**src/rtl/core/prpi_pkg.sv**
```systemverilog
// Package with the shared constants and the job record of the peak refinement point inserter.
`timescale 1ns / 1ps

package prpi_pkg;

    localparam int DATA_W       = 32;
    localparam int IDX_W        = 13;
    localparam int CNT_W        = 12;
    localparam int THR_W        = 31;
    localparam int MAX_POINTS   = 4096;
    localparam int PTS_W        = $clog2(MAX_POINTS + 1);
    localparam int INSERT_LIMIT = 4094;
    localparam int S_TDATA_W    = 64;
    localparam int M_TDATA_W    = 96;
    localparam int QUEUE_DEPTH  = 4;
    localparam int QPTR_W       = $clog2(QUEUE_DEPTH);
    localparam int QCNT_W       = $clog2(QUEUE_DEPTH + 1);

    // One classified input item: everything the back end needs to expand it into results.
    typedef struct packed {
        logic                     mid_en;    // the middle sample is emitted
        logic                     peak;      // the middle sample is a peak with two insertions
        logic                     tail_en;   // the new sample is emitted (first or last of list)
        logic                     last;      // the new sample closes the list
        logic [IDX_W-1:0]         mid_idx;   // index of the lower inserted point or of the middle
        logic [IDX_W-1:0]         tail_idx;
        logic [CNT_W-1:0]         total;     // insertion count carried by the final result
        logic signed [DATA_W-1:0] older_e;
        logic signed [DATA_W-1:0] mid_e;
        logic signed [DATA_W-1:0] mid_v;
        logic signed [DATA_W-1:0] new_e;
        logic signed [DATA_W-1:0] new_v;
    } job_t;

endpackage

```
**src/rtl/core/prpi_front.sv**
```systemverilog
// Front end: takes samples, keeps the three-sample window and classifies the middle sample.
`timescale 1ns / 1ps

module prpi_front
(
    input  logic                            clk,
    input  logic                            rst_n,
    input  logic                            cfg_we,
    input  logic [prpi_pkg::THR_W-1:0]      cfg_wdata,
    input  logic                            s_tvalid,
    output logic                            s_tready,
    input  logic [prpi_pkg::S_TDATA_W-1:0]  s_tdata,
    input  logic                            s_tlast,
    output logic                            job_valid,
    input  logic                            job_ready,
    output prpi_pkg::job_t                  job
);

    localparam int DW = prpi_pkg::DATA_W;
    localparam int DIFF_W = DW + 3;

    logic [prpi_pkg::THR_W-1:0]  thr_reg;
    logic signed [DW-1:0]        older_e_reg, older_v_reg, mid_e_reg, mid_v_reg;
    logic [prpi_pkg::PTS_W-1:0]  points_reg;
    logic [prpi_pkg::CNT_W-1:0]  cnt_reg;
    logic [prpi_pkg::CNT_W-1:0]  cnt_next;

    logic signed [DW-1:0]        new_e, new_v;
    logic signed [DIFF_W-1:0]    diff, diff_abs;
    logic                        have_mid, is_peak, room, insert, accept, needs_push;
    logic [prpi_pkg::PTS_W-1:0]  mid_pos;

    assign new_e = s_tdata[DW-1:0];
    assign new_v = s_tdata[2*DW-1:DW];

    // Second difference 2*mid - old - new, exact in DIFF_W bits.
    assign diff = (DIFF_W'(mid_v_reg) <<< 1) - DIFF_W'(older_v_reg) - DIFF_W'(new_v);
    assign diff_abs = diff[DIFF_W-1] ? -diff : diff;

    assign have_mid = (points_reg >= prpi_pkg::PTS_W'(2));
    assign is_peak  = (diff_abs > $signed({{(DIFF_W-prpi_pkg::THR_W){1'b0}}, thr_reg}))
                      && (mid_v_reg > older_v_reg) && (mid_v_reg > new_v);
    assign room     = (cnt_reg <= prpi_pkg::CNT_W'(prpi_pkg::INSERT_LIMIT - 2));
    assign insert   = have_mid && is_peak && room;
    assign cnt_next = insert ? cnt_reg + prpi_pkg::CNT_W'(2) : cnt_reg;
    assign mid_pos  = points_reg - prpi_pkg::PTS_W'(1);

    // Only the second sample of a list that does not end there yields nothing.
    assign needs_push = !((points_reg == prpi_pkg::PTS_W'(1)) && !s_tlast);
    assign s_tready   = job_ready;
    assign accept     = s_tvalid && s_tready;
    assign job_valid  = s_tvalid && needs_push;

    always_comb
    begin
        job.mid_en   = have_mid;
        job.peak     = insert;
        job.tail_en  = s_tlast || (points_reg == '0);
        job.last     = s_tlast;
        job.mid_idx  = prpi_pkg::IDX_W'(mid_pos) + prpi_pkg::IDX_W'(cnt_reg);
        job.tail_idx = prpi_pkg::IDX_W'(points_reg) + prpi_pkg::IDX_W'(cnt_next);
        job.total    = s_tlast ? cnt_next : '0;
        job.older_e  = older_e_reg;
        job.mid_e    = mid_e_reg;
        job.mid_v    = mid_v_reg;
        job.new_e    = new_e;
        job.new_v    = new_v;
    end

    always_ff @(posedge clk or negedge rst_n)
    begin
        if (!rst_n)
        begin
            thr_reg     <= '0;
            older_e_reg <= '0;
            older_v_reg <= '0;
            mid_e_reg   <= '0;
            mid_v_reg   <= '0;
            points_reg  <= '0;
            cnt_reg     <= '0;
        end
        else
        begin
            if (cfg_we)
            begin
                thr_reg <= cfg_wdata;
            end
            if (accept)
            begin
                if (s_tlast)
                begin
                    older_e_reg <= '0;
                    older_v_reg <= '0;
                    mid_e_reg   <= '0;
                    mid_v_reg   <= '0;
                    points_reg  <= '0;
                    cnt_reg     <= '0;
                end
                else
                begin
                    older_e_reg <= mid_e_reg;
                    older_v_reg <= mid_v_reg;
                    mid_e_reg   <= new_e;
                    mid_v_reg   <= new_v;
                    cnt_reg     <= cnt_next;
                    if (points_reg < prpi_pkg::PTS_W'(prpi_pkg::MAX_POINTS))
                    begin
                        points_reg <= points_reg + prpi_pkg::PTS_W'(1);
                    end
                end
            end
        end
    end

endmodule

```
**src/rtl/core/prpi_queue.sv**
```systemverilog
// Small first-word-fall-through queue of classified jobs between front and back end.
`timescale 1ns / 1ps

module prpi_queue
(
    input  logic            clk,
    input  logic            rst_n,
    input  logic            push_valid,
    output logic            push_ready,
    input  prpi_pkg::job_t  push_job,
    output logic            pop_valid,
    input  logic            pop_ready,
    output prpi_pkg::job_t  pop_job
);

    prpi_pkg::job_t                 slots_reg [prpi_pkg::QUEUE_DEPTH];
    logic [prpi_pkg::QPTR_W-1:0]    wr_ptr_reg, rd_ptr_reg;
    logic [prpi_pkg::QCNT_W-1:0]    count_reg;
    logic                           do_push, do_pop;

    assign push_ready = (count_reg != prpi_pkg::QCNT_W'(prpi_pkg::QUEUE_DEPTH));
    assign pop_valid  = (count_reg != '0);
    assign pop_job    = slots_reg[rd_ptr_reg];
    assign do_push    = push_valid && push_ready;
    assign do_pop     = pop_valid && pop_ready;

    always_ff @(posedge clk)
    begin
        if (do_push)
        begin
            slots_reg[wr_ptr_reg] <= push_job;
        end
    end

    always_ff @(posedge clk or negedge rst_n)
    begin
        if (!rst_n)
        begin
            wr_ptr_reg <= '0;
            rd_ptr_reg <= '0;
            count_reg  <= '0;
        end
        else
        begin
            if (do_push)
            begin
                wr_ptr_reg <= wr_ptr_reg + prpi_pkg::QPTR_W'(1);
            end
            if (do_pop)
            begin
                rd_ptr_reg <= rd_ptr_reg + prpi_pkg::QPTR_W'(1);
            end
            case ({do_push, do_pop})
                2'b10:   count_reg <= count_reg + prpi_pkg::QCNT_W'(1);
                2'b01:   count_reg <= count_reg - prpi_pkg::QCNT_W'(1);
                default: count_reg <= count_reg;
            endcase
        end
    end

endmodule

```
**src/rtl/core/prpi_back.sv**
```systemverilog
// Back end: expands each job into one to four result items and drives the output register.
`timescale 1ns / 1ps

module prpi_back
(
    input  logic                            clk,
    input  logic                            rst_n,
    input  logic                            job_valid,
    output logic                            job_ready,
    input  prpi_pkg::job_t                  job,
    output logic                            m_tvalid,
    input  logic                            m_tready,
    output logic [prpi_pkg::M_TDATA_W-1:0]  m_tdata,
    output logic                            m_tlast,
    output logic                            m_tuser
);

    localparam int DW = prpi_pkg::DATA_W;
    localparam int PAD_W = prpi_pkg::M_TDATA_W - prpi_pkg::IDX_W - 2 * DW - prpi_pkg::CNT_W;

    typedef enum logic [3:0] {
        ST_INS_LO = 4'b0001,
        ST_MID    = 4'b0010,
        ST_INS_HI = 4'b0100,
        ST_TAIL   = 4'b1000
    } step_t;

    step_t                      step_reg, step_next, start_step, step_sel;
    logic                       first_reg;
    logic                       done, emit;

    logic signed [DW-1:0]       half_a, half_b;
    logic signed [DW:0]         half_sum;
    logic                       r_kind, r_fin;
    logic [prpi_pkg::IDX_W-1:0] r_idx;
    logic signed [DW-1:0]       r_energy, r_value;
    logic [prpi_pkg::CNT_W-1:0] r_total;

    logic                       out_valid_reg, out_kind_reg, out_fin_reg;
    logic [prpi_pkg::IDX_W-1:0] out_idx_reg;
    logic signed [DW-1:0]       out_energy_reg, out_value_reg;
    logic [prpi_pkg::CNT_W-1:0] out_total_reg;

    always_comb
    begin
        if (job.peak)
        begin
            start_step = ST_INS_LO;
        end
        else if (job.mid_en)
        begin
            start_step = ST_MID;
        end
        else
        begin
            start_step = ST_TAIL;
        end
    end

    assign step_sel = first_reg ? start_step : step_reg;

    // Midpoint energy, rounded toward minus infinity by the arithmetic shift.
    assign half_a   = (step_sel == ST_INS_LO) ? job.older_e : job.mid_e;
    assign half_b   = (step_sel == ST_INS_LO) ? job.mid_e : job.new_e;
    assign half_sum = (DW + 1)'(half_a) + (DW + 1)'(half_b);

    always_comb
    begin
        r_kind    = 1'b0;
        r_idx     = job.mid_idx;
        r_energy  = job.mid_e;
        r_value   = job.mid_v;
        r_total   = '0;
        r_fin     = 1'b0;
        step_next = ST_TAIL;
        done      = 1'b1;
        unique case (step_sel)
            ST_INS_LO:
            begin
                r_kind    = 1'b1;
                r_energy  = half_sum[DW:1];
                r_value   = '0;
                step_next = ST_MID;
                done      = 1'b0;
            end
            ST_MID:
            begin
                r_idx     = job.peak ? job.mid_idx + prpi_pkg::IDX_W'(1) : job.mid_idx;
                step_next = job.peak ? ST_INS_HI : ST_TAIL;
                done      = !job.peak && !job.tail_en;
            end
            ST_INS_HI:
            begin
                r_kind    = 1'b1;
                r_idx     = job.mid_idx + prpi_pkg::IDX_W'(2);
                r_energy  = half_sum[DW:1];
                r_value   = '0;
                step_next = ST_TAIL;
                done      = !job.tail_en;
            end
            ST_TAIL:
            begin
                r_idx    = job.tail_idx;
                r_energy = job.new_e;
                r_value  = job.new_v;
                r_total  = job.total;
                r_fin    = job.last;
            end
            default:
            begin
                done = 1'b1;
            end
        endcase
    end

    assign emit      = job_valid && (!out_valid_reg || m_tready);
    assign job_ready = emit && done;

    always_ff @(posedge clk or negedge rst_n)
    begin
        if (!rst_n)
        begin
            first_reg     <= 1'b1;
            step_reg      <= ST_TAIL;
            out_valid_reg <= 1'b0;
        end
        else
        begin
            if (emit)
            begin
                first_reg     <= done;
                step_reg      <= step_next;
                out_valid_reg <= 1'b1;
            end
            else if (m_tready)
            begin
                out_valid_reg <= 1'b0;
            end
        end
    end

    always_ff @(posedge clk)
    begin
        if (emit)
        begin
            out_kind_reg   <= r_kind;
            out_idx_reg    <= r_idx;
            out_energy_reg <= r_energy;
            out_value_reg  <= r_value;
            out_total_reg  <= r_total;
            out_fin_reg    <= r_fin;
        end
    end

    assign m_tvalid = out_valid_reg;
    assign m_tdata  = {{PAD_W{1'b0}}, out_total_reg, out_value_reg, out_energy_reg, out_idx_reg};
    assign m_tlast  = out_fin_reg;
    assign m_tuser  = out_kind_reg;

endmodule

```
**src/rtl/core/peak_refinement_point_inserter_unit.sv**
```systemverilog
// Top level of the peak refinement point inserter: front end, job queue and back end.
`timescale 1ns / 1ps

// The block takes a list of (energy, value) samples in Q16.16, one item per cycle at most, and
// emits the refined list: every original point plus, around each sharp peak, two inserted
// midpoint energies (at most 4094 inserted per list), each tagged with its index in the
// refined list. A middle sample is a sharp peak when its value is strictly above both
// neighbors and the absolute second difference is strictly above peak_threshold. The front
// end judges the window in the cycle a sample is taken and writes at most one job into a
// four-entry queue; the back end turns each job into one to four result items through a
// registered output. Results per sample: one for an ordinary point, three for a peak, one
// more for the last sample, none for the second. The output port, one item per cycle while
// m_tready is high, sets the sustained rate; the queue lets the input keep taking samples
// while peaks drain. The last result of a list carries tlast and the total of inserted
// points; window and counters start over when the last sample is taken. The user must write
// the threshold via cfg_we and cfg_wdata only while the block is idle; nothing enforces it.

module peak_refinement_point_inserter_unit
(
    input  logic                            clk,
    input  logic                            rst_n,
    input  logic                            cfg_we,
    input  logic [prpi_pkg::THR_W-1:0]      cfg_wdata,     // peak_threshold
    input  logic                            s_tvalid,
    output logic                            s_tready,
    input  logic [prpi_pkg::S_TDATA_W-1:0]  s_tdata,       // sample_energy, sample_value
    input  logic                            s_tlast,       // is_last
    output logic                            m_tvalid,
    input  logic                            m_tready,
    output logic [prpi_pkg::M_TDATA_W-1:0]  m_tdata,       // new_index, point_energy,
                                                           // point_value, inserted_total, pad
    output logic                            m_tlast,       // final_result
    output logic                            m_tuser        // point_kind
);

    logic           fq_valid, fq_ready, qb_valid, qb_ready;
    prpi_pkg::job_t fq_job, qb_job;

    // The front end classifies each sample and owns the window and the counters.
    prpi_front u_front
    (
        .clk       (clk),
        .rst_n     (rst_n),
        .cfg_we    (cfg_we),
        .cfg_wdata (cfg_wdata),
        .s_tvalid  (s_tvalid),
        .s_tready  (s_tready),
        .s_tdata   (s_tdata),
        .s_tlast   (s_tlast),
        .job_valid (fq_valid),
        .job_ready (fq_ready),
        .job       (fq_job)
    );

    // The queue decouples the two sides so a peak expansion does not stall the input at once.
    prpi_queue u_queue
    (
        .clk        (clk),
        .rst_n      (rst_n),
        .push_valid (fq_valid),
        .push_ready (fq_ready),
        .push_job   (fq_job),
        .pop_valid  (qb_valid),
        .pop_ready  (qb_ready),
        .pop_job    (qb_job)
    );

    // The back end sequences the result items of each job onto the output register.
    prpi_back u_back
    (
        .clk       (clk),
        .rst_n     (rst_n),
        .job_valid (qb_valid),
        .job_ready (qb_ready),
        .job       (qb_job),
        .m_tvalid  (m_tvalid),
        .m_tready  (m_tready),
        .m_tdata   (m_tdata),
        .m_tlast   (m_tlast),
        .m_tuser   (m_tuser)
    );

endmodule
```
**config.mk**
```make
export PLATFORM = sky130hd
export DESIGN_NAME = peak_refinement_point_inserter_unit
export DESIGN_NICKNAME = d
export VERILOG_FILES = /design/src/rtl/core/prpi_pkg.sv /design/src/rtl/core/prpi_front.sv /design/src/rtl/core/prpi_queue.sv /design/src/rtl/core/prpi_back.sv /design/src/rtl/core/peak_refinement_point_inserter_unit.sv
export SDC_FILE = /design/constraint.sdc
export NUM_CORES = 1
export LEC_CHECK = 0
export BUFFER_PORTS_ARGS = -buffer_cell sky130_fd_sc_hd__buf_2
export CAP_MARGIN = 20
export CORE_MARGIN = 2
export CORE_UTILIZATION = 50
export DETAILED_ROUTE_END_ITERATION = 6
export PLACE_DENSITY = 0.65
export SYNTH_ARGS = -nofsm -noshare
export SYNTH_HDL_FRONTEND = slang
export SYNTH_HIERARCHICAL = 1
export SYNTH_SLANG_ARGS = --single-unit
```
**constraint.sdc**
```tcl
create_clock -name clk -period 9.85 [get_ports clk]
set_clock_uncertainty 0.15 [all_clocks]
set_input_delay 0.985 -clock clk [delete_from_list [all_inputs] [get_ports clk]]
set_output_delay 0.985 -clock clk [all_outputs]
set_load 0.02 [all_outputs]
```
==> results of run 1 <==
==> final cells by class <==
class	count	area, um^2	area share
Sequential cell	1094	31900	0.554
Clock inverter	57	613	0.0106
Antenna cell	3	7.51	0.000130
Multi-Input combinational cell	2102	18100	0.314
Clock buffer	153	3160	0.0549
Timing Repair Buffer	243	1430	0.0248
Inverter	178	673	0.0117
Tap cell	1380	1730	0.0300
==> logic make-up after synthesis <==
| logic type | Yosys count | share of synthesized area |
|---|---|---|
| flops | 1094 | 0.614 |
| other cells | 2 | 0.000145 |
| compound gates | 713 | 0.0894 |
| mux | 283 | 0.105 |
| buf+inv | 418 | 0.0395 |
| xor+xnor | 122 | 0.0206 |
| simple gates | 730 | 0.0672 |
| fa+ha+maj | 246 | 0.0645 |
==> metal layers <==
metal  wire length (um)  share of wire  GRT usage
met3               5810          0.049     0.0307
met1              52100           0.44      0.310
met2              59200           0.50      0.382
met5                 35        0.00029          0
met4               2050          0.017     0.0537
==> worst reg2reg max path: cells and delay by family (launching register included) <==
kind            cells  cell delay (ps)
compound gates     21             4480
xor+xnor            2              250
fa+ha+maj           4             1470
buf+inv             2              230
flops               1              570
mux                 1              220
simple gates        7             1280
==> per-stage QoR <==
step / power [mW] / util
floorplan: 14.9 / -
CTS: 22.3 / 0.557
detailed placement: 17.9 / 0.520
global route: 23.5 / 0.557
global placement: 17.8 / 0.520
finish: 22.1 / 0.557
==> layout by cell type, fill, tap and decap left out, types with 37 or more instances in the layout <==
cell / netlist / final
edfxtp_1: 899 / 899
nand2_1: 332 / 331
o21ai_0: 228 / 228
ha_1: 210 / 210
mux4_2: 202 / 202
buf_2: 41 / 192
dfrtp_1: 193 / 191
inv_1: 177 / 175
a21oi_1: 125 / 125
clkbuf_16: 0 / 114
nor2_1: 97 / 95
xnor2_1: 74 / 74
nand3_1: 72 / 72
mux2_2: 67 / 67
a21o_1: 61 / 60
xor2_1: 48 / 48
buf_4: 78 / 44
o31ai_1: 42 / 42
nand4_1: 37 / 37
a22o_1: 37 / 37
==> where the power goes <==
group	leakage [nW]	switching [mW]	total [mW]	internal (mW)
clock network	1.84	1.77	4.28	2.51
logic	8.64	6.46	10.7	4.24
registers	10.9	0.483	7.13	6.65
==> worst paths after layout <==
| check | from | to | cells after the start |
|---|---|---|---|
| hold reg to reg | u_front/older_e_reg[29] | u_queue/slots_reg[3][157] | 0 |
| setup / recovery | u_front/mid_v_reg[4] | u_queue/slots_reg[3][184] | 37 |
| hold / removal | rst_n | u_front/thr_reg[3] | 1 |
| max in group asynchronous | rst_n | u_front/older_e_reg[8] | 3 |
| setup reg to reg | u_front/mid_v_reg[4] | u_queue/slots_reg[3][184] | 37 |
| min in group clk | cfg_wdata[18] | u_front/thr_reg[18] | 3 |
==> results.json, run 1 <==
{
  "required_ps": 10110,
  "outcome": "finished, final reports clean",
  "synth-seq-cells": 1094,
  "rows": 118,
  "cts_tree": "built",
  "drive_gt1_frac": 0.193,
  "syn_area_per_cell_um2": 14.4,
  "ctsHoldBuffers": 0,
  "grt_first_pass_wirelength_um": 186000,
  "vdd_drop_max_mv": 0.257,
  "ys_seq_area_frac": 0.614,
  "die-area_um2": 106000,
  "yosys_warnings": 6,
  "critical-path-slowest-cell": "or4b_4",
  "cp_num_buf_inv": 2,
  "critPathTopFamily": "compound AO/OA/AOI/OAI gates",
  "cts_made_buffers": 111,
  "regToRegSetupSlack_ps": 910,
  "htreeDepth": 3,
  "fillers": 8346,
  "cp-start-kind": "register",
  "fin_crit_sh": 0.908,
  "ys_types": 100,
  "yosysMostFrequentCell": "edfxtp_1",
  "placedCellCount": 4997,
  "vias": 30500,
  "path_clk_slew_ps": 60,
  "finalHoldViolCount": 0,
  "cts_setup_buffers": 0,
  "first_iter_violations": 2375,
  "postRouteAntennaNets": 0,
  "clock_latency_ps": 700,
  "worstPathArrival_ps": 9200,
  "setup_viol": 0,
  "tightest_slew_ps": 1030,
  "die_x_um": 326,
  "gp_congestion": 0.897,
  "fin_area_um2": 57600,
  "areaGrowthSynthToFinish_pct": 10.8,
  "drcViolationCount": 0,
  "grt_max_degree": 126,
  "slew_violations": 0,
  "hold_slack_ps": 115,
  "p_leak_nw": 21.4,
  "place_ws_ps": 253,
  "nets": 4077,
  "yosys.area.top_type": "edfxtp_1",
  "slew_headroom": 0.311,
  "synth_cells": 3608,
  "ys.flop_type": "edfxtp_1",
  "wl_per_cell_um": 22.9,
  "io_pins": 201,
  "fmax_mhz": 112,
  "crit_top_cell": "a21oi_1",
  "drt_wl_total_um": 119000,
  "start_util": 0.503,
  "rsz0062_at_grt": "no",
  "endpoint_kind": "register",
  "hold_path.class": "input pin to asynchronous set/reset pin",
  "synth_edf_count": 899,
  "path_max_fanout": 9,
  "hpwl_um": 76200,
  "grt_pass1_vias": 31100,
  "slowest_delay_ps": 580,
  "post_cts_resized": 0,
  "vias_per_cell": 5.85,
  "crit_type": "register to register",
  "drv_cap": 0,
  "overflow": 0,
  "port_buffers": 193,
  "synthesis.area_um2": 51900,
  "synth_area_leaders": "edfxtp_1 (52%), dfrtp_1 (9.3%), mux4_2 (8.8%)",
  "dr.pass1.iters": 7,
  "core_region_area_um2": 103000,
  "largest_reg_flops": 808,
  "powerDensity_nw_per_um2": 384,
  "cts.path.max_buffers": 3,
  "synth_commonest_cells": "edfxtp_1 (899), nand2_1 (332), o21ai_0 (228), ha_1 (210), mux4_2 (202)",
  "cts_root_buf": "clkbuf_16",
  "die_y_um": 326,
  "fin_ws_ps": 910,
  "synth_top_area_frac": 0.520,
  "placed_cell_area_um2": 53800,
  "clock-sinks": 1094,
  "grtUsageTotal": 0.225,
  "min_period_ps": 8940,
  "finalSetupTns_ps": 0,
  "antenna_found_initial": 10,
  "async_reset_ff_frac": 0.178,
  "fin_cells": 5210
}
No activity file was read; power rests on OpenSTA's default activity.
==> run 2: changes to the inputs <==
--- a/config.mk
+++ b/config.mk
@@ -8,9 +8,9 @@
 export BUFFER_PORTS_ARGS = -buffer_cell sky130_fd_sc_hd__buf_2
 export CAP_MARGIN = 20
 export CORE_MARGIN = 2
-export CORE_UTILIZATION = 50
+export CORE_UTILIZATION = 35
 export DETAILED_ROUTE_END_ITERATION = 6
-export PLACE_DENSITY = 0.65
+export PLACE_DENSITY = 0.48
 export SYNTH_ARGS = -nofsm -noshare
 export SYNTH_HDL_FRONTEND = slang
 export SYNTH_HIERARCHICAL = 1
==> run 2 against run 1 <==
Against the previous run: routed wire length grew 9.4%; hold slack lost 2.2 ps; total power grew 2.3%; die area grew 42%; combinational power is essentially flat; largest cell class unchanged; core utilization shrank 16 points; count of clock-buffer cells in the layout grew 10; design area grew 1.8%; register-to-register slack lost 110 ps; first-iteration DRC count shrank 17%; clock power grew 8.4%.
==> results.json, run 2 (synthesis gave the netlist of run 1 again) <==
{
  "outcome": "finished, final reports clean",
  "overflow": 0,
  "fin_ws_ps": 798,
  "drive_gt1_frac": 0.196,
  "fmax_mhz": 110,
  "grt_first_pass_wirelength_um": 199000,
  "regToRegSetupSlack_ps": 800,
  "cts_root_buf": "clkbuf_16",
  "cts_made_buffers": 121,
  "die-area_um2": 152000,
  "cts.path.max_buffers": 3,
  "rr_worst_depth": 37,
  "die_x_um": 389,
  "drcViolationCount": 0,
  "clock-sinks": 1094,
  "multi_input_area_um2": 18100,
  "postRouteAntennaNets": 0,
  "final_cell_mix": "edfxtp_1 (899), nand2_1 (330), o21ai_0 (228), ha_1 (210), mux4_2 (202)",
  "drv_cap": 0,
  "vias_per_cell": 5.24,
  "cts_setup_buffers": 0,
  "hpwl_um": 83800,
  "crit_top_cell": "a21o_1",
  "wl_per_cell_um": 22.6,
  "finalHoldViolCount": 0,
  "post_cts_resized": 0,
  "fin_crit_sh": 0.919,
  "nets": 4088,
  "core_region_area_um2": 147000,
  "path_max_fanout": 13,
  "rows": 141,
  "tightest_slew_ps": 1050,
  "path_clk_slew_ps": 60,
  "p_sw_frac": 0.397,
  "p_switching_mw": 8.97,
  "place_ws_ps": 167,
  "drt_wl_total_um": 130000,
  "port_buffers": 193,
  "dr.pass1.iters": 5,
  "powerDensity_nw_per_um2": 386,
  "p_seq_frac": 0.316,
  "finalSetupTns_ps": 0,
  "hold_path.class": "input pin to asynchronous set/reset pin",
  "layout_commonest_cell": "edfxtp_1",
  "vdd_drop_max_mv": 0.213,
  "ctsHoldBuffers": 0,
  "slowest_delay_ps": 650,
  "rsz0062_at_grt": "no",
  "required_ps": 10230,
  "crit_type": "register to register",
  "clock_latency_ps": 740,
  "areaGrowthSynthToFinish_pct": 12.9,
  "die_y_um": 389,
  "slew_violations": 0,
  "timing.rr.start": "u_front/mid_v_reg[1]",
  "start_util": 0.352,
  "vias": 30300,
  "r2r-end": "u_queue/slots_reg[3][183]",
  "first_iter_violations": 1976,
  "largest_reg_flops": 808,
  "htreeDepth": 3,
  "antenna_found_initial": 13,
  "min_period_ps": 9050,
  "clockPowerShare": 0.205,
  "cts_tree": "built",
  "cp-start-kind": "register",
  "placed_cell_area_um2": 54500,
  "grt_max_degree": 119,
  "io_pins": 201,
  "fillers": 13800,
  "gp_congestion": 0.885,
  "fin_area_um2": 58600,
  "grt_pass1_vias": 31300,
  "critical-path-slowest-cell": "a2111oi_2",
  "slew_headroom": 0.280,
  "grtUsageTotal": 0.173,
  "register_area_um2": 31900,
  "worstPathArrival_ps": 9430,
  "combinationalPowerShare": 0.479,
  "p_int_mw": 13.7,
  "endpoint_kind": "register",
  "setup_viol": 0,
  "p_leak_nw": 21.6,
  "utilization": 0.398
}
-- run 2: cell types whose count changed in the layout (fill, tap and decap cells not counted), moves of 3 or more --
cell	change
inv_6	-3
clkinvlp_4	+6
clkbuf_1	+4
clkbuf_16	+8
bufinv_16	+4
-- run 2: metrics by stage --
step	power, mW	instances	hold WS, ps
floorplan	14.9	3614	319
global placement	18.2	5548	350
detailed placement	18.1	5548	349
CTS	22.9	5775	99.7
global route	24.2	5777	124
finish	22.6	5777	113
-- run 2: cell type report --
class,count,area share
well taps,1930,0.0412
repair buffers,244,0.0245
diodes,2,0.0000854
multi-input cells,2102,0.308
flip-flops and latches,1094,0.544
clock inverters,64,0.0134
inverters,178,0.0115
clock buffers,163,0.0571
-- run 2: how the worst max path moves through the flow --
stage,from,to,slack [ps]
floorplan,s_tdata[35],u_queue/slots_reg[0][184],1180
global placement,s_tdata[34],u_queue/slots_reg[1][184],330
detailed placement,s_tdata[35],u_queue/slots_reg[0][184],170
CTS,u_front/mid_v_reg[1],u_queue/slots_reg[0][184],810
global route,u_front/mid_v_reg[2],u_queue/slots_reg[0][184],100
finish,u_front/mid_v_reg[1],u_queue/slots_reg[3][183],800
-- run 2: critical path: cells and delay by family, from the launching register on --
kind	cells	cell delay [ps]
compound gates	20	4090
fa+ha+maj	5	1760
simple gates	5	1080
xor+xnor	3	690
flops	1	590
buf+inv	4	470
-- run 2: routing by layer --
metal | track usage | up-vias | share of wire
li1 | - | 14000 | -
met4 | 0.0465 | 4 | 0.025
met5 | 0 | - | 0.00014
met1 | 0.242 | 15400 | 0.47
met2 | 0.278 | 609 | 0.47
met3 | 0.0283 | 191 | 0.042
-- run 2: power by group through the flow --
stage / Sequential (mW) / Clock (mW) / Combinational [mW]
after detailed placement: 7.25 / 0 / 10.9
after global placement: 7.23 / 0 / 10.9
final: 7.14 / 4.64 / 10.8
after global routing: 7.28 / 4.95 / 12.0
after CTS: 7.16 / 4.78 / 11.0
after floorplan: 7.34 / 0 / 7.54
